**config.mk**
```make
export PLATFORM = sky130hd
export DESIGN_NAME = mtd_cfg
export DESIGN_NICKNAME = d
export VERILOG_FILES = /design/src/rtl/mtd_pkg.sv /design/src/rtl/mtd_cfg.sv
export SDC_FILE = /design/constraint.sdc
export NUM_CORES = 1
export LEC_CHECK = 0
export ABC_AREA = 1
export BUFFER_PORTS_ARGS = -buffer_cell sky130_fd_sc_hd__buf_2
export CAP_MARGIN = 10
export CORE_ASPECT_RATIO = 1.25
export CORE_MARGIN = 8
export CORE_UTILIZATION = 58
export CTS_CLUSTER_DIAMETER = 150
export DETAILED_ROUTE_END_ITERATION = 12
export HOLD_SLACK_MARGIN = 0.15
export PLACE_DENSITY = 0.84
export SETUP_SLACK_MARGIN = 0.02
export SYNTH_ARGS = -nofsm -noshare
export SYNTH_HDL_FRONTEND = slang
export SYNTH_SLANG_ARGS = --single-unit
export TNS_END_PERCENT = 50
```
**constraint.sdc**
```tcl
create_clock -name clk -period 5.62 [get_ports clk]
set_input_delay 1.686 -clock clk [delete_from_list [all_inputs] [get_ports clk]]
set_output_delay 1.686 -clock clk [all_outputs]
set_load 0.03 [all_outputs]
```
**src/rtl/mtd_pkg.sv**
```systemverilog
package mtd_pkg;

	// Geometry limits of the pyramid.
	localparam int MAX_WIDTH    = 1024;
	localparam int MAX_LEVELS   = 10;
	localparam int HEIGHT_LIMIT = 4096;

	// Register and field widths.
	localparam int CFG_W_BITS    = 11;
	localparam int CFG_H_BITS    = 13;
	localparam int CFG_L_BITS    = 4;
	localparam int CFG_DATA_BITS = 13;
	localparam int CFG_IDX_BITS  = 2;
	localparam int COL_BITS      = 10;
	localparam int ROW_BITS      = 12;
	localparam int X_BITS        = COL_BITS - 1;
	localparam int Y_BITS        = ROW_BITS - 1;
	localparam int LVL_BITS      = 4;
	localparam int LVL_SLOTS     = MAX_LEVELS + 1;
	localparam int IDX_BITS      = $clog2(MAX_WIDTH);
	localparam int CHAN_BITS     = 8;
	localparam int PAIR_BITS     = CHAN_BITS + 1;
	localparam int TRIPLE_BITS   = CHAN_BITS + 2;
	localparam int ENTRY_BITS    = 3 * PAIR_BITS + CHAN_BITS;
	localparam int OUT_DEPTH     = 2;

	// Division by three as multiply by 683 and shift by 11; exact for sums up to 765.
	localparam int DIV3_MUL   = 683;
	localparam int DIV3_SHIFT = 11;

	// Register values after reset.
	localparam logic [CFG_W_BITS-1:0] RESET_WIDTH  = 11'd1024;
	localparam logic [CFG_H_BITS-1:0] RESET_HEIGHT = 13'd1024;
	localparam logic [CFG_L_BITS-1:0] RESET_LEVELS = 4'd10;

	typedef enum logic [CFG_IDX_BITS-1:0] {
		REG_WIDTH  = 2'd0,
		REG_HEIGHT = 2'd1,
		REG_LEVELS = 2'd2
	} cfg_reg_t;

	// What a source pixel does at its level.
	typedef enum logic [1:0] {
		ACT_NONE,
		ACT_FIRST,
		ACT_ADD,
		ACT_RESULT
	} act_t;

	typedef struct packed {
		logic [CHAN_BITS-1:0] red;
		logic [CHAN_BITS-1:0] green;
		logic [CHAN_BITS-1:0] blue;
		logic [CHAN_BITS-1:0] alpha;
	} pix_t;

	// Row store entry: pairwise RGB sums of top-left and right, plus top-left alpha.
	typedef struct packed {
		logic [PAIR_BITS-1:0] red;
		logic [PAIR_BITS-1:0] green;
		logic [PAIR_BITS-1:0] blue;
		logic [CHAN_BITS-1:0] alpha;
	} entry_t;

	typedef struct packed {
		logic [LVL_BITS-1:0] level;
		logic [X_BITS-1:0]   col;
		logic [Y_BITS-1:0]   row;
		pix_t                pix;
		logic                last;
	} res_t;

	// Effective geometry derived from the registers.
	typedef struct packed {
		logic [CFG_W_BITS-1:0] w0;
		logic [CFG_H_BITS-1:0] h0;
		logic [LVL_BITS-1:0]   n;
	} geom_t;

	typedef struct packed {
		act_t                act;
		logic [COL_BITS-1:0] next_c;
		logic [ROW_BITS-1:0] next_r;
		logic [X_BITS-1:0]   x;
		logic [Y_BITS-1:0]   y;
		logic [IDX_BITS-1:0] idx;
	} step_t;

	// Advances the raster position of level k and classifies the pixel found there.
	function automatic step_t level_step(input logic [LVL_BITS-1:0] k,
			input logic [COL_BITS-1:0] c, input logic [ROW_BITS-1:0] r, input geom_t g);
		logic [CFG_W_BITS-1:0] w;
		logic [CFG_H_BITS-1:0] h;
		logic [CFG_W_BITS-1:0] w_even;
		logic [CFG_H_BITS-1:0] h_even;
		logic [IDX_BITS:0]     base;
		logic [IDX_BITS:0]     idx_full;
		step_t                 s;
		w        = g.w0 >> k;
		h        = g.h0 >> k;
		w_even   = {w[CFG_W_BITS-1:1], 1'b0};
		h_even   = {h[CFG_H_BITS-1:1], 1'b0};
		base     = (IDX_BITS+1)'(MAX_WIDTH)
			- ((((IDX_BITS+1)'(MAX_WIDTH)) >> (k + 1'b1)) << 1);
		idx_full = base + (IDX_BITS+1)'(c[COL_BITS-1:1]);
		s        = '0;
		s.act    = ACT_NONE;
		if (CFG_W_BITS'(c) + CFG_W_BITS'(1) >= w) begin
			s.next_c = '0;
			s.next_r = (CFG_H_BITS'(r) + CFG_H_BITS'(1) >= h) ? '0 : r + 1'b1;
		end else begin
			s.next_c = c + 1'b1;
			s.next_r = r;
		end
		s.x   = c[COL_BITS-1:1];
		s.y   = r[ROW_BITS-1:1];
		s.idx = idx_full[IDX_BITS-1:0];
		if (k < g.n && CFG_W_BITS'(c) < w_even && CFG_H_BITS'(r) < h_even
				&& idx_full < (IDX_BITS+1)'(MAX_WIDTH)) begin
			if (!r[0]) begin
				s.act = c[0] ? ACT_ADD : ACT_FIRST;
			end else if (!c[0]) begin
				s.act = ACT_RESULT;
			end
		end
		return s;
	endfunction

	function automatic logic [CHAN_BITS-1:0] div3(input logic [TRIPLE_BITS-1:0] s);
		logic [TRIPLE_BITS+DIV3_SHIFT-1:0] p;
		p = (TRIPLE_BITS+DIV3_SHIFT)'(s) * (TRIPLE_BITS+DIV3_SHIFT)'(DIV3_MUL);
		return p[DIV3_SHIFT +: CHAN_BITS];
	endfunction

endpackage

```
**src/rtl/mtd_cfg.sv**
```systemverilog
module mtd_cfg (
	input  logic                               clk,
	input  logic                               arst_n,
	input  logic                               we,
	input  logic [mtd_pkg::CFG_IDX_BITS-1:0]   index,
	input  logic [mtd_pkg::CFG_DATA_BITS-1:0]  data,
	output mtd_pkg::geom_t                     geom,
	output logic                               clear
);
	import mtd_pkg::*;

	logic [CFG_W_BITS-1:0] width_q;
	logic [CFG_H_BITS-1:0] height_q;
	logic [CFG_L_BITS-1:0] levels_q;
	geom_t                 geom_q;

	// Clamps the registers and counts the levels that exist below the base.
	function automatic geom_t derive(input logic [CFG_W_BITS-1:0] w,
			input logic [CFG_H_BITS-1:0] h, input logic [CFG_L_BITS-1:0] l);
		geom_t               g;
		logic [LVL_BITS-1:0] lim;
		if (w == '0) begin
			g.w0 = CFG_W_BITS'(1);
		end else if (w > CFG_W_BITS'(MAX_WIDTH)) begin
			g.w0 = CFG_W_BITS'(MAX_WIDTH);
		end else begin
			g.w0 = w;
		end
		if (h == '0) begin
			g.h0 = CFG_H_BITS'(1);
		end else if (h > CFG_H_BITS'(HEIGHT_LIMIT)) begin
			g.h0 = CFG_H_BITS'(HEIGHT_LIMIT);
		end else begin
			g.h0 = h;
		end
		lim = (l > LVL_BITS'(MAX_LEVELS)) ? LVL_BITS'(MAX_LEVELS) : LVL_BITS'(l);
		g.n = '0;
		for (int j = 0; j < MAX_LEVELS; j++) begin
			if (LVL_BITS'(j) < lim && (g.w0 >> j) > CFG_W_BITS'(1)
					&& (g.h0 >> j) > CFG_H_BITS'(1)) begin
				g.n = g.n + 1'b1;
			end
		end
		return g;
	endfunction

	always_ff @(posedge clk or negedge arst_n) begin
		if (!arst_n) begin
			width_q  <= RESET_WIDTH;
			height_q <= RESET_HEIGHT;
			levels_q <= RESET_LEVELS;
			geom_q   <= derive(RESET_WIDTH, RESET_HEIGHT, RESET_LEVELS);
		end else begin
			if (we) begin
				case (index)
					REG_WIDTH:  width_q  <= data[CFG_W_BITS-1:0];
					REG_HEIGHT: height_q <= data[CFG_H_BITS-1:0];
					REG_LEVELS: levels_q <= data[CFG_L_BITS-1:0];
					default: ;
				endcase
			end
			geom_q <= derive(width_q, height_q, levels_q);
		end
	end

	// Any write to a defined register restarts the frame.
	assign clear = we && (index == REG_WIDTH || index == REG_HEIGHT || index == REG_LEVELS);
	assign geom  = geom_q;
endmodule

```
======== After elaboration in Yosys (flattened, before gate mapping) ========
Cells that the tools add are included.
word-level totals
  logic and storage cells ................. 94
  output and inout port bits .............. 29
  input port bits ......................... 18
  register bits ........................... 56
operators by class
  $add $sub $neg .......................... 9
  magnitude comparators ................... 33
  reductions and logical operators ........ 29
  multiplexer cells ....................... 15
  equal/unequal tests ..................... 2
operators with widths
  operator                                             number
  two-way mux 4 bit                                    10
  adder 4 x 1 -> 4 bit, second input constant          9
  two-way mux 13 bit                                   2
  > comparator 11 x 1 -> 1 bit, second input constant  2
  two-way mux 11 bit                                   2
  logical AND 1 bit                                    21
  > comparator 10 x 1 -> 1 bit, second input constant  2
  > comparator 9 x 1 -> 1 bit, second input constant   2
  > comparator 8 x 1 -> 1 bit, second input constant   2
  < comparator 3 x 4 -> 1 bit, first input constant    4
  > comparator 7 x 1 -> 1 bit, second input constant   2
  > comparator 13 x 1 -> 1 bit, second input constant  1
  > comparator 13 bit, second input constant           1
  logical NOT 13 bit                                   1
  > comparator 12 x 1 -> 1 bit, second input constant  1
  > comparator 6 x 1 -> 1 bit, second input constant   2
  > comparator 11 bit, second input constant           1
  logical NOT 11 bit                                   1
  > comparator 5 x 1 -> 1 bit, second input constant   2
  > comparator 4 x 1 -> 1 bit, second input constant   2
  < comparator 1 x 4 -> 1 bit, first input constant    2
  < comparator 2 x 4 -> 1 bit, first input constant    2
  < comparator 4 bit, first input constant             2
  AND reduction 2 bit                                  3
  other kinds (8)                                      9

======== Depth between registers and ports, before layout ========
Gate-level depths: netlist (run 1).
  depth in word-level cells ............... 25
  depth in mapped cells ................... 38

======== Worst setup path after synthesis (run 1) ========
Ideal clock, no wire load.
  kind .................................... flip-flop to flip-flop
  start point ............................. register width_q[8]
  end point ............................... register geom_q, in the netlist geom[2]
  library setup time ...................... 0.123 ns
  arrival ................................. 4.812 ns
  cell stages (with the launch flop) ...... 32
  setup slack ............................. 0.685 ns
  cell sequence ........................... dfrtp_1 > nor2_1 > nand3_2 > o21bai_4 > o21ai_2 > nand3_4 > nor3_1 > nor3_1 > ha_1 > inv_1 > nand2_4 > nand2_4 > inv_1 > ha_1 > or2_2 > nand3_1 > nand2_1 > o21ai_1 > nand2_1 > nand2_1 > ha_1 > o21ai_0 > nor2_2 > o31ai_1 > ha_1 > or2_2 > nand2_1 > inv_1 > ha_1 > inv_1 > nor2_1 > xnor2_1
between the ends
  word-level cells in the longest chain between the ends .. 25
  elaborated cells between the ends (all ways) .. 53
  classes of those cells .................. add/sub (9); order compare (11); mux (12); reduce/logical (21)
ends and longest elaborated chain
  what                          line           text
  start: declaration            mtd_cfg.sv:12  logic [CFG_W_BITS-1:0] width_q;
  start signal: assignment      mtd_cfg.sv:56  REG_WIDTH: width_q <= data[CFG_W_BITS-1:0];
  > comparator 11 bit           mtd_cfg.sv:24  end else if (w > CFG_W_BITS'(MAX_WIDTH)) begin
  two-way mux 11 bit            mtd_cfg.sv:24
  two-way mux 11 bit (*)        mtd_cfg.sv:22  if (w == '0) begin
  > comparator 11 x 1 -> 1 bit  mtd_cfg.sv:39  if (LVL_BITS'(j) < lim && (g.w0 >> j) > CFG_W_BITS'(1)
  logical AND 1 bit             mtd_cfg.sv:39
  logical AND 1 bit             mtd_cfg.sv:40  && (g.h0 >> j) > CFG_H_BITS'(1)) begin
  two-way mux 1 bit             mtd_cfg.sv:39
  adder 4 x 1 -> 4 bit          mtd_cfg.sv:41  g.n = g.n + 1'b1;
  [9 not listed]                n/a
  adder 4 x 1 -> 4 bit          mtd_cfg.sv:41
  two-way mux 4 bit             mtd_cfg.sv:39
  adder 4 x 1 -> 4 bit          mtd_cfg.sv:41
  two-way mux 4 bit             mtd_cfg.sv:39
  adder 4 x 1 -> 4 bit          mtd_cfg.sv:41
  two-way mux 4 bit             mtd_cfg.sv:39
  adder 4 x 1 -> 4 bit          mtd_cfg.sv:41
  two-way mux 4 bit (*)         mtd_cfg.sv:39
  end signal: assignment        mtd_cfg.sv:52  geom_q <= derive(RESET_WIDTH, RESET_HEIGHT, RESET_LEVELS);
  end signal: assignment        mtd_cfg.sv:62  geom_q <= derive(width_q, height_q, levels_q);
  end: declaration              mtd_cfg.sv:15  geom_t geom_q;
Every way passes the cells marked *; elsewhere a longest branch is shown, timed or not.
A chain may end at the register's enable or synchronous reset.

======== Final worst setup path (run 1) ========
  start point ............................. register width_q[6]
  end point ............................... register geom_q, in the netlist geom[2]
The elaborated chain is that of the path after synthesis.

==> summary.txt, run 1 <==
CTS
  • H-tree levels: 2
  • Worst-case clock buffer depth: 2
  • CTS sink cnt: 56
  • Skew-Pair Late Insertion Delay: 0.31 ns
  • # hold bufs at CTS: 0
  • Clock root buffer: clkbuf_8
  • Clk slew on worst S/H paths: 0.10 ns
  • CTS tree: done
  • Total CTS buffers: 5

Min path
  • Hold Crit Class: reg2reg
  • Hold_sp: width_q[10]
  • Hold Crit Endpoint: geom[27]
  • Worst hold stages: 0

Pwr
  • Leak: 2.20 nW
  • P per Cell Area: 477 mW/mm²
  • VDD IR max: 0.000274 V
  • Pwr Total: 0.00192 W

Worst setup path
  • Depth of the most critical reg-to-reg path: 33
  • Slowest cell on crit path: dfrtp_2
  • Crit Path Max Fanout: 7
  • Worst path required time: 5.82 ns
  • Crit Path Category: reg2reg
  • Startpoint types: flip-flop
  • Setup crit end kind: flip-flop
  • Worst flop-to-flop path endpoint: geom[2]
  • R2r setup slk: around 0.37 ns
  • Critical path's most frequent cell: nand2_1
  • Crit path DAT: 5.45 ns
  • Worst r2r src: width_q[6]
  • Slowest stage delay, CP: 0.46 ns

Floorplan
  • Die H: roughly 100 µm
  • Core box area: a little under 0.006 mm²
  • Die Width: around 85 µm
  • FP Rows: 31
  • Initial Utilization: 59.7%
  • Num ports: 47
  • Total Die Area: about 0.0087 mm²

STA
  • Final setup vio count: 0
  • RSZ-0062 raised after global routing: false
  • Final Max Slew Viols: 0
  • Worst Skew: roughly 0.0080 ns
  • Least-Margin Pin Slew: 0.772 ns
  • TNS Setup: 0 ns
  • Worst slew margin: around half
  • Final hold vios: 0
  • Fmax achieved: approximately 190 MHz
  • Final worst path period share: between 90% and 100%
  • Hold slack final: 0.446 ns
  • Period minus WS final: approximately 5.2 ns

Global routing
  • Global-route wire length before repair: between 10,000 and 15,000 µm
  • Initial antenna violation count: 0
  • Largest net degree at the start of global routing: 57
  • Number of global-route vias before repair: approximately 3,000
  • Global-route usage over all layers: a little under a fifth
  • Overflow after GRT: 0

Synth
  • Mapped Area: 0.00345 mm²
  • Synthesis-stage register bit count: 56
  • Post-synthesis xor/xnor area fraction: 0.761%
  • Synth top cells by count: 101 x nand2_1, 64 x inv_1, 48 x dfrtp_1
  • Synth unique cells: 39
  • Mean Syn Cell Area: 7.86 µm²
  • Synth Area in Compound Gates: 9.03%
  • Post-synth ARST share: 100%
  • Post-synthesis sequential area ratio: 40.9%
  • Synth Area in Adders: 3.99%
  • Largest family of logic cells by synthesized area: simple AND/OR/NAND/NOR gates
  • Post-synth top area cell: dfrtp_1
  • Post-synthesis simple-gate area fraction: about 37%
  • Syn Inst Count: between 400 and 500
  • Post-synthesis mux area share: 0%
  • Number of flops mapped to enable cells by yosys: 0
  • Synth top area share: 34.8%
  • Synth warnings: 0
  • Ranking of synthesized cells by area: dfrtp_1 35%, nand2_1 11%, inv_1 7.0%
  • Most frequent cell after synthesis: nand2_1
  • Post-synth net total: 468
  • Main synth FF type: dfrtp_1

Detailed routing
  • Remaining antenna violation count after routing: 0
  • Final WL: 7940 µm
  • Vias: about 3,000
  • Drt wl/cell: 14.0 µm
  • Drt pass-1 iters: 4
  • Detailed Route Iter0 Violations: 166
  • DR DRC count: 0
  • Vias/cell: 5.32

Finish
  • Fillers: 451
  • Antenna Cells: 0
  • Nets@finish: between 500 and 600
  • Sequential Area: 0.00142 mm²
  • Area growth, synth to finish: 16.7%
  • Layout cells sized above 1: 27.9%
  • Final core occ: 69.7%
  • Multi-input gate area: 0.00180 mm²

Placement
  • RePlAce Congestion: between 0.9 and 1
  • Post-DP HPWL: 6130 µm
  • Port bufs: 46

Status
  • Status: finished clean

Run
  • Max Cap Violations: 0
==> cells in the final DEF (no fill, tap or decap), drive strengths merged, types with 2 or more instances in the layout <==
cell | synthesis | layout
xor2 | 2 | 2
buf | 0 | 60
ha | 11 | 11
a21oi | 9 | 9
dfstp | 8 | 8
a21boi | 2 | 2
nor3 | 7 | 7
dfrtp | 48 | 48
nor2 | 49 | 49
nand4 | 9 | 9
o21a | 2 | 2
o21ai | 37 | 37
nand2 | 118 | 118
nand3 | 48 | 48
clkbuf | 6 | 6
inv | 68 | 68
clkinv | 4 | 5
or2 | 3 | 3
==> kinds of logic after synthesis <==
| group | count (synthesis) |
|---|---|
| flops | 56 |
| buf+inv | 78 |
| fa+ha+maj | 11 |
| simple gates | 237 |
| compound gates | 54 |
| xor+xnor | 3 |
==> how the worst max path moves through the flow <==
stage | startpoint | to | slack (ns) | depth (start not counted)
3_5_place_dp | height_q[4] | geom[1] | 0.16 | 32
4_1_cts | height_q[4] | geom[1] | 0.14 | 32
5_1_grt | height_q[2] | geom[2] | 0.01 | 32
2_1_floorplan | width_q[8] | geom[2] | 0.68 | 31
3_3_place_gp | height_q[4] | geom[2] | 0.29 | 33
6_report | width_q[6] | geom[2] | 0.37 | 33
==> metal layers <==
| metal | GRT usage [%] | vias up | wire length (µm) |
|---|---|---|---|
| li1 | - | 1516 | - |
| met1 | 19.2 | 1400 | 3080 |
| met2 | 34.9 | 85 | 4370 |
| met3 | 2.98 | 16 | 333 |
| met4 | 6.04 | 0 | 159 |
| met5 | 0 | - | 0 |
==> cell type report <==
class	instances	share of cell area, %
Timing Repair Buffer	60	8.32
Tap cell	66	2.05
Clock inverter	2	0.963
Inverter	72	6.74
Sequential cell	56	35.1
Multi-Input combinational cell	305	44.8
Clock buffer	6	2.05
==> power breakdown <==
part	leakage [nW]	total, W	switching (W)	internal, W
Clock	0.0614	0.000272	0.000127	0.000146
Combinational	1.45	0.00112	0.000727	0.000392
Sequential	0.689	0.000529	0.0000478	0.000482
Total	2.20	0.00192	0.000902	0.00102
==> stage by stage <==
stage          setup WS (ns)  instances  area, µm²
3_5_place_dp           0.163        547       3760
6_report               0.371        567       4030
5_1_grt               0.0129        567       4030
2_1_floorplan          0.685        439       3450
3_3_place_gp           0.292        547       3760
4_1_cts                0.135        555       3880
==> state kept, by name (all words and copies together) (netlist names) <==
name	count
height_q	13
width_q	11
geom	28
levels_q	4
==> critical path, delay by kind of cell (launching register included) <==
| family | cells | cell delay (ns) |
|---|---|---|
| xor gates and xnor gates | 1 | 0.13 |
| buffers and inverters | 4 | 0.27 |
| adders and majority gates | 5 | 1.18 |
| DFF | 1 | 0.46 |
| and+or+nand+nor | 16 | 1.96 |
| AOI/OAI and AO/OA | 7 | 1.13 |
==> timing repair <==
item	in CTS	in global routing
resized for setup	0	15
endpoints found under the setup margin	0	3
buffers inserted	0	12
hold endpoints to repair	0	0
No activity file was read; power rests on OpenSTA's default activity.
==> run 2, diff against run 1 <==
CORE_MARGIN = 2   (was 8)
==> summary.txt, run 2 (synthesized netlist as in run 1, its figures left out) <==
Floorplan
  • Die H: 90.3 µm (was 102 µm)
  • FP Rows: 31 (unchanged)
  • Initial Utilization: 59.7% (unchanged)
  • Total Die Area: 0.00659 mm² (was 0.00869 mm²)
  • Num ports: 47 (unchanged)
  • Core box area: 0.00578 mm² (unchanged)
  • Die Width: 73.0 µm (was 85.0 µm)

Pwr
  • P per Cell Area: 466 mW/mm² (was 477 mW/mm²)
  • VDD IR max: 0.000323 V (was 0.000274 V)
  • Leak: 2.19 nW (was 2.20 nW)
  • Pwr Total: 0.00186 W (was 0.00192 W)

Worst setup path
  • Depth of the most critical reg-to-reg path: 31 (was 33)
  • Startpoint types: flip-flop (unchanged)
  • Slowest stage delay, CP: 0.45 ns (was 0.46 ns)
  • Worst path required time: 5.86 ns (was 5.82 ns)
  • Worst r2r src: width_q[4] (was width_q[6])
  • CP delay by family, top: simple AND/OR/NAND/NOR gates (unchanged)
  • Total stage count of the critical path: 31 (was 33)
  • Crit Path Category: reg2reg (unchanged)
  • Setup crit end kind: flip-flop (unchanged)
  • Crit path DAT: 5.52 ns (was 5.45 ns)
  • R2r setup slk: 0.34 ns (was 0.37 ns)
  • Critical Path Sink: geom[1] (was geom[2])
  • Crit Path Max Fanout: 6 (was 7)
  • Critical path buffers and inverters: 3 (was 4)
  • Worst Setup SP: width_q[4] (was width_q[6])
  • Worst flop-to-flop path endpoint: geom[1] (was geom[2])
  • Slowest cell on crit path: dfrtp_1 (was dfrtp_2)

Detailed routing
  • Vias/cell: 5.32 (about the same)
  • DR DRC count: 0 (unchanged)
  • Drt pass-1 iters: 4 (unchanged)
  • Drt wl/cell: 13.4 µm (was 14.0 µm)
  • Final WL: 7580 µm (was 7940 µm)
  • Remaining antenna violation count after routing: 0 (unchanged)
  • Detailed Route Iter0 Violations: 76 (was 166)
  • Vias: 3,018 (was 3,017)

Placement
  • RePlAce Congestion: 0.924 (was 0.909)
  • Port bufs: 46 (unchanged)
  • Post-DP HPWL: 5830 µm (was 6130 µm)

Finish
  • Layout cells sized above 1: 27.3% (was 27.9%)
  • Multi-input gate area: 0.00178 mm² (was 0.00180 mm²)
  • Nets@finish: 530 (was 529)
  • Commonest non-fill, non-tap cells in the layout: 100 x nand2_1, 64 x inv_1, 47 x dfrtp_1, 46 x buf_2, 44 x nor2_1 (was 101 x nand2_1, 63 x inv_1, 46 x buf_2, 45 x dfrtp_1, 44 x nor2_1)
  • Commonest non-fill, non-tap cell in the layout: nand2_1 (unchanged)
  • Sequential Area: 0.00141 mm² (was 0.00142 mm²)
  • Max reg flops: 28 (unchanged)
  • Area growth, synth to finish: 15.3% (was 16.7%)
  • Fillers: 461 (was 451)
  • Antenna Cells: 0 (unchanged)

Global routing
  • Largest net degree at the start of global routing: 57 (unchanged)
  • Number of global-route vias before repair: 2,830 (was 3,009)
  • Initial antenna violation count: 0 (unchanged)
  • Global-route wire length before repair: 12,200 µm (was 12,800 µm)
  • Overflow after GRT: 0 (unchanged)
  • Global-route usage over all layers: 23.4% (was 18.1%)

STA
  • Hold slack final: 0.510 ns (was 0.446 ns)
  • Final Max Slew Viols: 0 (unchanged)
  • Worst slew margin: 48.8% (was 48.4%)
  • Period minus WS final: 5.28 ns (was 5.25 ns)
  • Final worst path period share: 94.0% (was 93.4%)
  • Least-Margin Pin Slew: 0.766 ns (was 0.772 ns)
  • Final hold vios: 0 (unchanged)
  • Final setup vio count: 0 (unchanged)
  • Worst Skew: 0.00849 ns (was 0.00804 ns)
  • Fmax achieved: 189 MHz (was 190 MHz)

CTS
  • CTS tree: done (unchanged)
  • H-tree levels: 2 (unchanged)
  • # hold bufs at CTS: 0 (unchanged)
  • Worst-case clock buffer depth: 2 (unchanged)
  • Total CTS buffers: 5 (unchanged)
  • CTS sink cnt: 56 (unchanged)
  • Clock root buffer: clkbuf_8 (unchanged)
  • Clk slew on worst S/H paths: 0.10 ns (about the same)
  • Skew-Pair Late Insertion Delay: 0.32 ns (was 0.31 ns)

Status
  • Status: finished clean (unchanged)

Min path
  • Hold Crit Class: reg2reg (unchanged)

Run
  • Max Cap Violations: 0 (unchanged)
[run 2: how the worst min path moves through the flow]
stage / start / end / slack, ns / cells after the start
2_1_floorplan: height_q[9] / height_q[9] / 0.45 / 2
3_3_place_gp: width_q[10] / geom[27] / 0.42 / 0
3_5_place_dp: width_q[10] / geom[27] / 0.43 / 0
4_1_cts: width_q[10] / geom[27] / 0.44 / 0
5_1_grt: levels_q[1] / levels_q[1] / 0.55 / 2
6_report: height_q[9] / height_q[9] / 0.51 / 2
[run 2: layout make-up]
class	instances	share of cell area, %
clock inverters	1	0.220
multi-input cells	305	44.7
well taps	66	2.07
flip-flops and latches	56	35.5
repair buffers	61	8.61
clock buffers	6	2.07
inverters	72	6.82
[run 2: per-layer routing]
layer	vias to the layer above	part of all wire (%)	global-route usage (%)
met3	22	3.2	3.35
li1	1524	-	-
met1	1394	40	28.0
met2	78	53	40.8
met4	0	3.2	10.0
met5	-	0	0
[run 2: timing repair]
action	4_1_cts	5_1_grt
hold endpoints to repair	0	0
pin swaps	0	6
buffers inserted	0	13
gates resized for setup	1	9
setup endpoints to repair	1	3
[run 2: where the power goes]
group          switching (W)  internal [W]  leakage (nW)  total, W
registers          0.0000464      0.000481         0.691  0.000528
logic               0.000716      0.000385          1.46   0.00110
clock network       0.000129     0.0000986        0.0473  0.000227
[run 2: stage by stage]
| stage | utilization, % | cell area (µm²) | instances | setup WS, ns | setup TNS (ns) |
|---|---|---|---|---|---|
| 6_report | 68.9 | 3980 | 567 | 0.339 | 0 |
| 5_1_grt | 68.9 | 3980 | 567 | -0.0303 | -0.0396 |
| 4_1_cts | 66.7 | 3850 | 554 | 0.0265 | 0 |
| 3_5_place_dp | 65.0 | 3760 | 547 | 0.0815 | 0 |
| 3_3_place_gp | 65.0 | 3760 | 547 | 0.294 | 0 |
| 2_1_floorplan | - | 3450 | 439 | 0.685 | 0 |
[run 2: worst register-to-register path, delay by kind of cell, from the launching register on]
kind,cells,cell delay [ns]
xor+xnor,1,0.18
buf+inv,3,0.21
compound gates,6,0.88
flops,1,0.45
simple gates,16,2.08
fa+ha+maj,5,1.39
