===== src/rtl/mtd_pkg.sv =====
package mtd_pkg;

	// Geometry limits of the pyramid.
	localparam int MAX_WIDTH    = 1024;
	localparam int MAX_LEVELS   = 10;
	localparam int HEIGHT_LIMIT = 4096;

	// Register and field widths.
	localparam int CFG_W_BITS    = 11;
	localparam int CFG_H_BITS    = 13;
	localparam int CFG_L_BITS    = 4;
	localparam int CFG_DATA_BITS = 13;
	localparam int CFG_IDX_BITS  = 2;
	localparam int COL_BITS      = 10;
	localparam int ROW_BITS      = 12;
	localparam int X_BITS        = COL_BITS - 1;
	localparam int Y_BITS        = ROW_BITS - 1;
	localparam int LVL_BITS      = 4;
	localparam int LVL_SLOTS     = MAX_LEVELS + 1;
	localparam int IDX_BITS      = $clog2(MAX_WIDTH);
	localparam int CHAN_BITS     = 8;
	localparam int PAIR_BITS     = CHAN_BITS + 1;
	localparam int TRIPLE_BITS   = CHAN_BITS + 2;
	localparam int ENTRY_BITS    = 3 * PAIR_BITS + CHAN_BITS;
	localparam int OUT_DEPTH     = 2;

	// Division by three as multiply by 683 and shift by 11; exact for sums up to 765.
	localparam int DIV3_MUL   = 683;
	localparam int DIV3_SHIFT = 11;

	// Register values after reset.
	localparam logic [CFG_W_BITS-1:0] RESET_WIDTH  = 11'd1024;
	localparam logic [CFG_H_BITS-1:0] RESET_HEIGHT = 13'd1024;
	localparam logic [CFG_L_BITS-1:0] RESET_LEVELS = 4'd10;

	typedef enum logic [CFG_IDX_BITS-1:0] {
		REG_WIDTH  = 2'd0,
		REG_HEIGHT = 2'd1,
		REG_LEVELS = 2'd2
	} cfg_reg_t;

	// What a source pixel does at its level.
	typedef enum logic [1:0] {
		ACT_NONE,
		ACT_FIRST,
		ACT_ADD,
		ACT_RESULT
	} act_t;

	typedef struct packed {
		logic [CHAN_BITS-1:0] red;
		logic [CHAN_BITS-1:0] green;
		logic [CHAN_BITS-1:0] blue;
		logic [CHAN_BITS-1:0] alpha;
	} pix_t;

	// Row store entry: pairwise RGB sums of top-left and right, plus top-left alpha.
	typedef struct packed {
		logic [PAIR_BITS-1:0] red;
		logic [PAIR_BITS-1:0] green;
		logic [PAIR_BITS-1:0] blue;
		logic [CHAN_BITS-1:0] alpha;
	} entry_t;

	typedef struct packed {
		logic [LVL_BITS-1:0] level;
		logic [X_BITS-1:0]   col;
		logic [Y_BITS-1:0]   row;
		pix_t                pix;
		logic                last;
	} res_t;

	// Effective geometry derived from the registers.
	typedef struct packed {
		logic [CFG_W_BITS-1:0] w0;
		logic [CFG_H_BITS-1:0] h0;
		logic [LVL_BITS-1:0]   n;
	} geom_t;

	typedef struct packed {
		act_t                act;
		logic [COL_BITS-1:0] next_c;
		logic [ROW_BITS-1:0] next_r;
		logic [X_BITS-1:0]   x;
		logic [Y_BITS-1:0]   y;
		logic [IDX_BITS-1:0] idx;
	} step_t;

	// Advances the raster position of level k and classifies the pixel found there.
	function automatic step_t level_step(input logic [LVL_BITS-1:0] k,
			input logic [COL_BITS-1:0] c, input logic [ROW_BITS-1:0] r, input geom_t g);
		logic [CFG_W_BITS-1:0] w;
		logic [CFG_H_BITS-1:0] h;
		logic [CFG_W_BITS-1:0] w_even;
		logic [CFG_H_BITS-1:0] h_even;
		logic [IDX_BITS:0]     base;
		logic [IDX_BITS:0]     idx_full;
		step_t                 s;
		w        = g.w0 >> k;
		h        = g.h0 >> k;
		w_even   = {w[CFG_W_BITS-1:1], 1'b0};
		h_even   = {h[CFG_H_BITS-1:1], 1'b0};
		base     = (IDX_BITS+1)'(MAX_WIDTH)
			- ((((IDX_BITS+1)'(MAX_WIDTH)) >> (k + 1'b1)) << 1);
		idx_full = base + (IDX_BITS+1)'(c[COL_BITS-1:1]);
		s        = '0;
		s.act    = ACT_NONE;
		if (CFG_W_BITS'(c) + CFG_W_BITS'(1) >= w) begin
			s.next_c = '0;
			s.next_r = (CFG_H_BITS'(r) + CFG_H_BITS'(1) >= h) ? '0 : r + 1'b1;
		end else begin
			s.next_c = c + 1'b1;
			s.next_r = r;
		end
		s.x   = c[COL_BITS-1:1];
		s.y   = r[ROW_BITS-1:1];
		s.idx = idx_full[IDX_BITS-1:0];
		if (k < g.n && CFG_W_BITS'(c) < w_even && CFG_H_BITS'(r) < h_even
				&& idx_full < (IDX_BITS+1)'(MAX_WIDTH)) begin
			if (!r[0]) begin
				s.act = c[0] ? ACT_ADD : ACT_FIRST;
			end else if (!c[0]) begin
				s.act = ACT_RESULT;
			end
		end
		return s;
	endfunction

	function automatic logic [CHAN_BITS-1:0] div3(input logic [TRIPLE_BITS-1:0] s);
		logic [TRIPLE_BITS+DIV3_SHIFT-1:0] p;
		p = (TRIPLE_BITS+DIV3_SHIFT)'(s) * (TRIPLE_BITS+DIV3_SHIFT)'(DIV3_MUL);
		return p[DIV3_SHIFT +: CHAN_BITS];
	endfunction

endpackage


===== src/rtl/mtd_ifs.sv =====


interface mtd_res_if;
	import mtd_pkg::*;
	logic                 valid;
	logic                 ready;
	logic [LVL_BITS-1:0]  level;
	logic [X_BITS-1:0]    col;
	logic [Y_BITS-1:0]    row;
	logic [CHAN_BITS-1:0] out_red;
	logic [CHAN_BITS-1:0] out_green;
	logic [CHAN_BITS-1:0] out_blue;
	logic [CHAN_BITS-1:0] out_alpha;
	logic                 last_of_run;
	modport source (output valid, level, col, row, out_red, out_green, out_blue, out_alpha,
		last_of_run, input ready);
	modport sink (input valid, level, col, row, out_red, out_green, out_blue, out_alpha,
		last_of_run, output ready);
endinterface


===== src/rtl/mtd_out_fifo.sv =====
module mtd_out_fifo (
	input  logic          clk,
	input  logic          arst_n,
	input  logic          push,
	input  mtd_pkg::res_t din,
	output logic          full,
	mtd_res_if.source     res
);
	import mtd_pkg::*;

	localparam int PTR_BITS = (OUT_DEPTH > 1) ? $clog2(OUT_DEPTH) : 1;
	localparam int CNT_BITS = $clog2(OUT_DEPTH + 1);

	res_t                mem_q [OUT_DEPTH];
	logic [PTR_BITS-1:0] wr_q;
	logic [PTR_BITS-1:0] rd_q;
	logic [CNT_BITS-1:0] cnt_q;
	logic                pop;
	res_t                head;

	assign pop  = res.valid && res.ready;
	assign full = (cnt_q == CNT_BITS'(OUT_DEPTH));
	assign head = mem_q[rd_q];

	always_ff @(posedge clk or negedge arst_n) begin
		if (!arst_n) begin
			wr_q  <= '0;
			rd_q  <= '0;
			cnt_q <= '0;
		end else begin
			if (push) begin
				wr_q <= (wr_q == PTR_BITS'(OUT_DEPTH - 1)) ? '0 : wr_q + 1'b1;
			end
			if (pop) begin
				rd_q <= (rd_q == PTR_BITS'(OUT_DEPTH - 1)) ? '0 : rd_q + 1'b1;
			end
			if (push && !pop) begin
				cnt_q <= cnt_q + 1'b1;
			end else if (pop && !push) begin
				cnt_q <= cnt_q - 1'b1;
			end
		end
	end

	always_ff @(posedge clk) begin
		if (push) begin
			mem_q[wr_q] <= din;
		end
	end

	assign res.valid       = (cnt_q != '0);
	assign res.level       = head.level;
	assign res.col         = head.col;
	assign res.row         = head.row;
	assign res.out_red     = head.pix.red;
	assign res.out_green   = head.pix.green;
	assign res.out_blue    = head.pix.blue;
	assign res.out_alpha   = head.pix.alpha;
	assign res.last_of_run = head.last;
endmodule


===== src/flat_wrapper.sv =====
// flat-port wrapper written by rule: the top's interface ports become plain ports
module mtd_out_fifo_flat import mtd_pkg::*;
  (clk, arst_n, push, din, full, res_valid, res_level, res_col, res_row, res_out_red, res_out_green, res_out_blue, res_out_alpha, res_last_of_run, res_ready);
  mtd_res_if res_i ();
  input  logic clk;
  input  logic arst_n;
  input  logic push;
  input  mtd_pkg::res_t din;
  output logic full;
  output wire logic [$bits(res_i.valid)-1:0] res_valid;
  output wire logic [$bits(res_i.level)-1:0] res_level;
  output wire logic [$bits(res_i.col)-1:0] res_col;
  output wire logic [$bits(res_i.row)-1:0] res_row;
  output wire logic [$bits(res_i.out_red)-1:0] res_out_red;
  output wire logic [$bits(res_i.out_green)-1:0] res_out_green;
  output wire logic [$bits(res_i.out_blue)-1:0] res_out_blue;
  output wire logic [$bits(res_i.out_alpha)-1:0] res_out_alpha;
  output wire logic [$bits(res_i.last_of_run)-1:0] res_last_of_run;
  input wire logic [$bits(res_i.ready)-1:0] res_ready;
  assign res_valid = res_i.valid;
  assign res_level = res_i.level;
  assign res_col = res_i.col;
  assign res_row = res_i.row;
  assign res_out_red = res_i.out_red;
  assign res_out_green = res_i.out_green;
  assign res_out_blue = res_i.out_blue;
  assign res_out_alpha = res_i.out_alpha;
  assign res_last_of_run = res_i.last_of_run;
  assign res_i.ready = res_ready;
  mtd_out_fifo u_core (.clk(clk), .arst_n(arst_n), .push(push), .din(din), .full(full), .res(res_i));
endmodule

===== config.mk =====
export PLATFORM = sky130hd
export DESIGN_NAME = mtd_out_fifo_flat
export DESIGN_NICKNAME = d
export VERILOG_FILES = /design/src/rtl/mtd_pkg.sv /design/src/rtl/mtd_ifs.sv /design/src/rtl/mtd_out_fifo.sv /design/src/flat_wrapper.sv
export SDC_FILE = /design/constraint.sdc
export NUM_CORES = 1
export LEC_CHECK = 0
export BUFFER_PORTS_ARGS = -buffer_cell sky130_fd_sc_hd__buf_2
export CORE_ASPECT_RATIO = 0.75
export CORE_MARGIN = 1
export CORE_UTILIZATION = 45
export CTS_CLUSTER_DIAMETER = 100
export DETAILED_ROUTE_END_ITERATION = 10
export PLACE_DENSITY = 0.71
export SETUP_SLACK_MARGIN = 0.05
export SKIP_LAST_GASP = 1
export SYNTH_ARGS = -nofsm -noshare
export SYNTH_HDL_FRONTEND = slang
export SYNTH_SLANG_ARGS = --single-unit

===== constraint.sdc =====
create_clock -name clk -period 9.9 [get_ports clk]
set_input_delay 1.485 -clock clk [delete_from_list [all_inputs] [get_ports clk]]
set_output_delay 1.485 -clock clk [all_outputs]
set_load 0.02 [all_outputs]

After elaboration in Yosys (flattened, before gate mapping). Memories as Yosys holds them, arrays and structs flattened. Cells that the tools add are included.

Logic and storage cells: 22. Input bits: 61. Bits in writable memories: 114. Memories: 1. Flip-flop bits (word level): 4.

Memories: u_core.mem_q (depth 2, bits a word 57, rd ports 1, clocked after memory_dff 0, wr ports 1, line mtd_out_fifo.sv:14) `res_t mem_q [OUT_DEPTH];`.

Reductions and logical operators: 7. Mux-type cells: 6. Add/sub/neg operators: 4. Equal/unequal tests: 1.

Operators by type and width (number): 2-to-1 mux 1 bit (4); 2-to-1 mux 2 bit (2); nonzero test 2 bit (2); logical AND 1 bit (3); adder 1 bit, second input constant (2); adder 2 x 1 -> 2 bit, second input constant (1); equality test 2 bit, second input constant (1); zero test 1 bit (2); subtractor 2 x 1 -> 2 bit, second input constant (1).

Depth between registers and ports, before layout. Gate-level depths: netlist of run 1.

Depth after elaboration: 5. Depth in mapped cells: 6.

Worst setup path after synthesis of run 1. No wires, ideal clock.

Kind: input to register. Start: input push. End: memory u_core.mem_q[0][0] (netlist bit) (enable). Data arrival time: 4.000 ns. Path slack: 5.421 ns. Setup time: 0.479 ns. Cell stages on the path: 1. Path through: nor2b_1.

Cells in the longest elaborated chain, start to end: 2.

RTL lines: start, declared (line flat_wrapper.sv:7) `input logic push;`; 2-to-1 mux 1 bit (line mtd_out_fifo.sv:46) `if (push) begin`; 2-to-1 mux 1 bit (implied by the code) (line mtd_out_fifo.sv:47) `mem_q[wr_q] <= din;`; end, declared (line mtd_out_fifo.sv:14).

No other way between the ends.

Worst setup path after layout of run 1.
Start: register u_core.rd_q. End: output res_out_alpha[5].

Cells in the longest elaborated chain, start to end: 1.

RTL lines: start, declared (line mtd_out_fifo.sv:16) `logic [PTR_BITS-1:0] rd_q;`; start signal, assigned (line mtd_out_fifo.sv:35) `rd_q <= (rd_q == PTR_BITS'(OUT_DEPTH - 1)) ? '0 : rd_q + 1'b1;`; memory (2 x 57 bit); end, declared (line flat_wrapper.sv:17) `output wire logic [$bits(res_i.out_alpha)-1:0] res_out_alpha;`.

No other way between the ends.

==> results.toml, run 1 <==
[timing]
finalSetupViolCount = 0
fmax_mhz = 270
whs_ns = 0.490
relSlewSlack = 0.474
fin_skew_ns = 0.00675
timing.setup.tns_ns = 0
fin_crit_sh = 0.374
layout_setup_ws_ns = 6.20
worst_pin_slew_ns = 0.787
rsz0062_at_grt = "no"
slew_violations = 0
period_needed_ns = 3.70
hold_violations = 0

[worst_setup_path]
path_class = "register to output port"
end_kind = "output port"
critPathLaunchType = "register"
slowest_stage = "buf_4"
critPathRequiredTime_ns = 8.42
critPathArrivalTime_ns = 2.21
cp_cell_sequence = "buf_4, mux2_2, buf_2"
crit_path_max_incr_delay_ns = 0.63
cp_max_fo = 47
cp_num_buf_inv = 2
critical-path-top-delay-family = "buffers and inverters"

[detailed_routing]
final_antenna_net_count = 0
avgRoutedWirePerCell_um = 15.7
viasPerCell = 4.68
drt_first_iter_violations = 87
vias = 2199
drt-pass1-iter-count = 4
routed_wl_um = 7360
drc = 0

[clock_network]
clock_latency_ns = 0.41
cts_setup_buffers = 0
ctsHoldBuffers = 0
cts_max_level = 4
path_clk_slew_ns = 0.05
ctsResizeCount = 0
cts_buffers = 17
clock-sinks = 118
cts_tree = "yes"
clock_path_buffers = 2
cts-root-buf = "clkbuf_16"

[flow_run]
cap_viol_max_count = 0

[floorplan]
die_area_sq_mm = 0.0101
die_y_um = 87.4
ioPinCount = 120
start_util = 0.474
core_area_sq_mm = 0.00923
die_w_um = 116
rows = 30

[synthesis]
synth_top_area_share = 0.782
yosysSeqAreaShare = 0.805
ys_ff_latch = 118
synth_area_leaders = "edfxtp_1, mux2_2, mux2_4"
syn_avg_cell_area_sq_um = 22.7
synth_top_area_cell = "edfxtp_1"
netlist_instances = 193
synth_nets = 255
yosys_warnings = 0
netlist_area_sq_mm = 0.00438
synth_cell_types = 14

[grt]
grt_pass1_vias = 2227
met2_usage = 0.227
grtUsageMet1 = 0.180
grt_pass1_wl_um = 10900
grt_max_degree = 48
grt_use_total = 0.158
grt.overflow.total = 0
busiest_layer = "met2"
grtUsageMet3 = 0.109
antenna_found_initial = 1

[pwr]
p_int_uw = 1280
power_uw = 1810
p_per_area_mw_per_mm2 = 318
peakVddDrop_mv = 0.191
seqPwrFrac = 0.387
power_frac_clock = 0.324
switching_power_uw = 536
power.share.switching = 0.296
pwr-share-comb = 0.289
p_leak_uw = 0.00224

[final_layout]
ff_latch_area_sq_mm = 0.00352
nets = 390
fin_area_sq_mm = 0.00569
multi_input_area_sq_um = 815
area_growth_pct = 30.0
drive_gt1_frac = 0.616
n_fill_cell = 689

[place]
placed_cell_area_sq_mm = 0.00512
portBuffers = 119
post-place-ws_ns = 6.61
globalplace.congestion = 0.690
hpwl_um = 4710

[min_path]
hp-class = "register to register"

[status]
status = "complete, no violations"
## cells in the mapped netlist
library cell	n
edfxtp_1	114
mux2_2	37
mux2_4	20
dfrtp_1	4
buf_2	3
buf_6	3
xor2_1	3
nor2b_1	2
xnor2_1	2
and2_1	1
ha_1	1
nand2_1	1
nor2_1	1
or2_2	1
## sequential cells by signal (all words and copies together), names as in the netlist
| name | count |
|---|---|
| u_core.cnt_q | 2 |
| u_core.mem_q | 114 |
| u_core.rd_q | 1 |
| u_core.wr_q | 1 |
## cell type report
| cell class | count | area share |
|---|---|---|
| timing repair buffer | 122 | 0.109 |
| tap | 128 | 0.0281 |
| multi-input combinational | 69 | 0.143 |
| sequential | 118 | 0.619 |
| antenna | 1 | 0.000440 |
| clock buffer | 20 | 0.0767 |
| clock inverter | 12 | 0.0237 |
## power groups by stage
stage / Sequential [uW] / Clock [uW] / Combinational [uW]
after floorplan: 699 / 0 / 397
after global placement: 706 / 0 / 530
after detailed placement: 711 / 0 / 532
after CTS: 702 / 600 / 534
after global routing: 711 / 621 / 563
final: 701 / 587 / 525
## metrics by stage
stage,util,std cells
6_report,0.616,470
5_1_grt,0.616,469
4_1_cts,0.616,469
3_3_place_gp,0.554,437
3_5_place_dp,0.554,437
2_1_floorplan,-,193
## placed cells by master (no fill, tap or decap), drive strengths merged
master    netlist  routed
and2            1       1
buf             6     122
bufinv          0       3
clkbuf          0      20
clkinv          0       8
clkinvlp        0       1
dfrtp           4       4
diode           0       1
edfxtp        114     114
ha              1       1
mux2           57      57
nand2           1       1
nor2            1       1
nor2b           2       2
or2             1       1
xnor2           2       2
xor2            3       3
## routing by layer
metal	up-vias	share of wire
li1	1035	-
met2	102	0.44
met4	0	0.014
met3	11	0.12
met1	1051	0.42
met5	-	0
## path summary, 6_finish.rpt
| check | cells past startpoint | to | startpoint | slack [ns] |
|---|---|---|---|---|
| max reg2reg | 2 | u_core.mem_q[0][32] | u_core.wr_q | 7.91 |
| min reg2reg | 1 | u_core.cnt_q[1] | u_core.cnt_q[1] | 0.49 |
| min | 1 | u_core.cnt_q[1] | u_core.cnt_q[1] | 0.49 |
| max in group asynchronous | 1 | u_core.rd_q | arst_n | 8.89 |
| max | 3 | res_out_alpha[5] | u_core.rd_q | 6.20 |
| min in group asynchronous | 1 | u_core.cnt_q[1] | arst_n | 0.87 |
## logic make-up (layout without fill, tap and decap cells)
kind of cell / Yosys count / count (layout) / synth area share
muxes: 57 / 57 / 0.164
xor gates and xnor gates: 5 / 5 / 0.0100
DFF: 118 / 118 / 0.805
and+or+nand+nor: 6 / 6 / 0.00743
other: 0 / 1 / 0
adders and majority gates: 1 / 1 / 0.00286
buffers and inverters: 6 / 154 / 0.0111
## worst reg2reg max path, delay by kind of cell, from the launching register on
family	cells	cell delay, ns
buf+inv	1	0.54
flops	1	0.42
simple gates	1	0.64
Note: power is estimated with default switching activity, not from simulation.
==> run 2, diff against run 1 <==
Settings changed: PLACE_DENSITY 0.71 to 0.74.
Clock period 9.9 ns to 3.3 ns, I/O delays scaled along.
==> results.toml, run 2 (synthesis results as in run 1) <==
[worst_setup_path]
startpoint = "u_core.rd_q"
r2r-start = "u_core.wr_q"
critPathRequiredTime_ns = 2.80
end_kind = "output port"
cp_max_fo = 28
crit_path_max_incr_delay_ns = 0.83
cp_cell_sequence = "buf_4, mux2_2, buf_2"
slowest_stage = "dfrtp_2"
path_class = "register to output port"
r2r_slack_ns = 1.59
critPathLaunchType = "register"
critPathArrivalTime_ns = 2.09

[pwr]
power_uw = 5220
p_int_uw = 3620
peakVddDrop_mv = 0.807
power_frac_clock = 0.286
seqPwrFrac = 0.412
switching_power_uw = 1600
p_per_area_mw_per_mm2 = 926
p_leak_uw = 0.00221
pwr-share-comb = 0.301
power.share.switching = 0.307

[min_path]
hp-class = "input pin to register"
min_from = "din[31]"

[grt]
grt.overflow.total = 0
grt_pass1_wl_um = 11200
grt_max_degree = 58
antenna_found_initial = 0
grt_use_total = 0.161
grt_pass1_vias = 2251

[final_layout]
largest_reg_flops = 114
drive_gt1_frac = 0.601
regMostFlops = "u_core.mem_q"
n_fill_cell = 698
mostFrequentLayoutCell = "buf_2"
most-common-layout-cells = "buf_2, edfxtp_1, mux2_2"
nets = 392
num_antenna_cells = 0
largestRegisters = "u_core.mem_q (114), u_core.cnt_q (2)"
final_cells = 469
area_growth_pct = 28.8

[timing]
relSlewSlack = 0.486
rsz0062_at_grt = "no"
worst_pin_slew_ns = 0.771
fmax_mhz = 386
hold_violations = 0
period_needed_ns = 2.59
fin_skew_ns = 0.0106
whs_ns = 0.275
fin_crit_sh = 0.785
timing.setup.tns_ns = 0
finalSetupViolCount = 0
slew_violations = 0
layout_setup_ws_ns = 0.711

[floorplan]
die_w_um = 116
ioPinCount = 120
rows = 30
start_util = 0.474
die_y_um = 87.4
die_area_sq_mm = 0.0101
core_area_sq_mm = 0.00923

[place]
portBuffers = 119
post-place-ws_ns = 1.11
globalplace.congestion = 0.673
hpwl_um = 4750
place_inst = 438

[detailed_routing]
viasPerCell = 4.68
drt-pass1-iter-count = 4
drc = 0
vias = 2195
final_antenna_net_count = 0
avgRoutedWirePerCell_um = 16.1
routed_wl_um = 7540
drt_first_iter_violations = 92

[status]
status = "complete, no violations"

[clock_network]
cts_tree = "yes"
clock-sinks = 118
cts-root-buf = "clkbuf_16"
cts_buffers = 17
clock_path_buffers = 2
path_clk_slew_ns = 0.05
cts_max_level = 4
clock_latency_ns = 0.40
cts_setup_buffers = 0

[flow_run]
cap_viol_max_count = 0
-- run 2: what timing repair did --
action                    in CTS  in global routing
hold endpoints to repair       4                  0
hold buffers                   1                  0
gates resized for setup        0                  0
-- run 2: layout make-up --
| cell class | count | area [sq um] | area share |
|---|---|---|---|
| sequential | 118 | 3520 | 0.625 |
| clock inverter | 9 | 38.8 | 0.00688 |
| tap | 128 | 160 | 0.0284 |
| clock buffer | 21 | 440 | 0.0781 |
| multi-input combinational | 69 | 815 | 0.144 |
| timing repair buffer | 124 | 661 | 0.117 |
-- run 2: critical path, delay by kind of cell (launching register included) --
kind,cells,cell delay (ns)
multiplexers,1,0.35
buffers and inverters,2,0.49
flip-flops,1,0.83
-- run 2: routing by layer --
| layer | share of wire | up-vias | routed length (um) | track usage |
|---|---|---|---|---|
| met4 | 0.010 | 0 | 78 | 0.0769 |
| li1 | - | 1036 | - | - |
| met2 | 0.44 | 100 | 3310 | 0.227 |
| met5 | 0 | - | 0 | 0 |
| met3 | 0.10 | 9 | 764 | 0.101 |
| met1 | 0.45 | 1050 | 3390 | 0.194 |
-- run 2: final timing paths --
| kind | endpoint | cells after the start |
|---|---|---|
| setup reg to reg | u_core.mem_q[1][26] | 2 |
| hold / removal | u_core.mem_q[0][31] | 1 |
| setup / recovery | res_row[6] | 3 |
| min in group asynchronous | u_core.cnt_q[0] | 2 |
| max in group asynchronous | u_core.rd_q | 2 |
| hold reg to reg | u_core.cnt_q[1] | 1 |
-- run 2: power by group through the flow --
stage | clock (uW) | sequential, uW | combinational, uW
2_1_floorplan | 0 | 2090 | 1190
3_3_place_gp | 0 | 2170 | 1580
3_5_place_dp | 0 | 2190 | 1590
4_1_cts | 1530 | 2160 | 1600
5_1_grt | 1600 | 2180 | 1680
6_report | 1490 | 2150 | 1570
-- run 2: through the flow --
stage	utilization	area (sq um)
CTS	0.611	5640
global route	0.611	5640
global placement	0.558	5150
finish	0.611	5640
floorplan	-	4380
detailed placement	0.558	5150
==> run 3, diff against run 2 <==
Settings changed: ABC_AREA set to 1.
Clock period 3.3 ns to 2.2 ns, I/O delays scaled along.
==> results.toml, run 3 <==
[detailed_routing]
wl_met2_um = 3740
drt-pass1-iter-count = 5
drc = 0
viasPerCell = 4.62
drt_first_iter_violations = 173
vias = 2758
highest_layer = "met4"
met1Wirelength_um = 3720
final_antenna_net_count = 0
avgRoutedWirePerCell_um = 13.7
dr_wl_met3_um = 690
routed_wl_um = 8170

[synthesis]
yosys_warnings = 0
synth_top_area_share = 0.783
ys_ff_latch = 118
synth_edf_count = 114
synth_top_area_cell = "edfxtp_1"
synth_cell_types = 14
synth_mux_area_frac = 0
synth_nets = 388
yosys.cell_count.top_type = "nand2_1"
netlist_area_sq_mm = 0.00437
synth_top_family_by_area = "simple AND/OR/NAND/NOR gates"
synth-compound-area-share = 0
async_reset_ff_frac = 0.0339
yosys.area_share.simple = 0.160
synth_xor_area_frac = 0.00400
synth_area_leaders = "edfxtp_1, nand2_1, dfrtp_1"
synth_common_cells = "nand2_1, edfxtp_1, buf_2"
netlist_instances = 326
syn_avg_cell_area_sq_um = 13.4
ys.flop_type = "edfxtp_1"
synth_fa_ha_area_frac = 0.00286
yosysSeqAreaShare = 0.805

[final_layout]
num_antenna_cells = 0
largest_reg_flops = 114
regMostFlops = "u_core.mem_q"
nets = 521
most-common-layout-cells = "nand2_1, buf_2, edfxtp_1"
area_growth_pct = 28.5
fin_area_sq_mm = 0.00562
largestRegisters = "u_core.mem_q (114), u_core.cnt_q (2)"
drive_gt1_frac = 0.322
mostFrequentLayoutCell = "nand2_1"

[timing]
relSlewSlack = 0.700
hold_violations = 0
fmax_mhz = 534
fin_crit_sh = 0.851
whs_ns = 0.116
worst_pin_slew_ns = 0.450
fin_skew_ns = 0.00472
timing.setup.tns_ns = 0
layout_setup_ws_ns = 0.327
period_needed_ns = 1.87
rsz0062_at_grt = "no"
finalSetupViolCount = 0
slew_violations = 0

[clock_network]
ctsResizeCount = 0
ctsHoldBuffers = 1
clock-sinks = 118
cts_max_level = 4
clock_path_buffers = 2
cts_buffers = 17
clock_latency_ns = 0.40
cts_setup_buffers = 0
cts-root-buf = "clkbuf_16"
cts_tree = "yes"
path_clk_slew_ns = 0.05

[pwr]
peakVddDrop_mv = 0.754
power_uw = 8060
p_leak_uw = 0.00247
p_per_area_mw_per_mm2 = 1430

[place]
globalplace.congestion = 0.691
portBuffers = 119
hpwl_um = 5140
placed_cell_area_sq_mm = 0.00511
post-place-ws_ns = 0.715

[worst_setup_path]
crit_path_max_incr_delay_ns = 0.41
worst_path_most_repeated_cell = "nand2_1"
cp_cell_sequence = "inv_2, buf_4, nand2_1, nand2_1, buf_2"
slowest_stage = "dfrtp_2"
critPathLaunchType = "register"
critPathArrivalTime_ns = 1.54
critPathRequiredTime_ns = 1.87
path_class = "register to output port"
cp_max_fo = 32
end_kind = "output port"
r2r_slack_ns = 0.84

[flow_run]
cap_viol_max_count = 0

[floorplan]
start_util = 0.474
die_w_um = 116
core_area_sq_mm = 0.00923
ioPinCount = 120
die_area_sq_mm = 0.0101
rows = 30
die_y_um = 87.4

[grt]
grt_max_degree = 58
grt_pass1_vias = 2588
antenna_found_initial = 0
grt_use_total = 0.174
grt_pass1_wl_um = 12500
grt.overflow.total = 0

[min_path]
hp-class = "input pin to register"

[status]
status = "complete, no violations"
run 3: cells by family after synthesis:
group | count (synthesis)
flip-flops | 118
XOR/XNOR | 2
adder cells (fa/ha/maj) | 1
buffers and inverters | 20
AND/OR/NAND/NOR | 185
run 3: metrics by stage:
step | util | instances
floorplan | - | 326
global placement | 0.553 | 567
detailed placement | 0.553 | 567
CTS | 0.609 | 597
global route | 0.609 | 597
finish | 0.609 | 597
run 3: area by class of cell:
cell class              count  area (sq um)
clock buffers              20           437
multi-input cells         188           737
well taps                 128           160
repair buffers            127           671
inverters                   7          26.3
clock inverters             9          63.8
fillers                   719          3610
flip-flops and latches    118          3520
run 3: worst paths after layout:
check	start	end	depth (start not counted)
min in group asynchronous	arst_n	u_core.cnt_q[0]	2
max	u_core.rd_q	res_out_blue[1]	5
max in group asynchronous	arst_n	u_core.rd_q	2
min reg2reg	u_core.cnt_q[1]	u_core.cnt_q[1]	2
min	din[28]	u_core.mem_q[0][28]	1
max reg2reg	u_core.cnt_q[0]	u_core.cnt_q[1]	8
run 3: layer usage:
| metal | track usage | vias to the layer above |
|---|---|---|
| met1 | 0.232 | 1265 |
| met5 | 0 | - |
| met4 | 0.0559 | 0 |
| li1 | - | 1363 |
| met2 | 0.252 | 128 |
| met3 | 0.0828 | 2 |
run 3: power by group:
group	total (uW)	switching (uW)	internal (uW)	leakage [uW]
Sequential	3110	120	2990	0.00112
Combinational	2610	1860	752	0.00111
Clock	2340	840	1500	0.000247
Total	8060	2820	5240	0.00247
run 3: critical path: cells and delay by family, from the launching register on:
| family | cells | cell delay, ns |
|---|---|---|
| buffers and inverters | 3 | 0.53 |
| DFF | 1 | 0.41 |
| and+or+nand+nor | 2 | 0.18 |
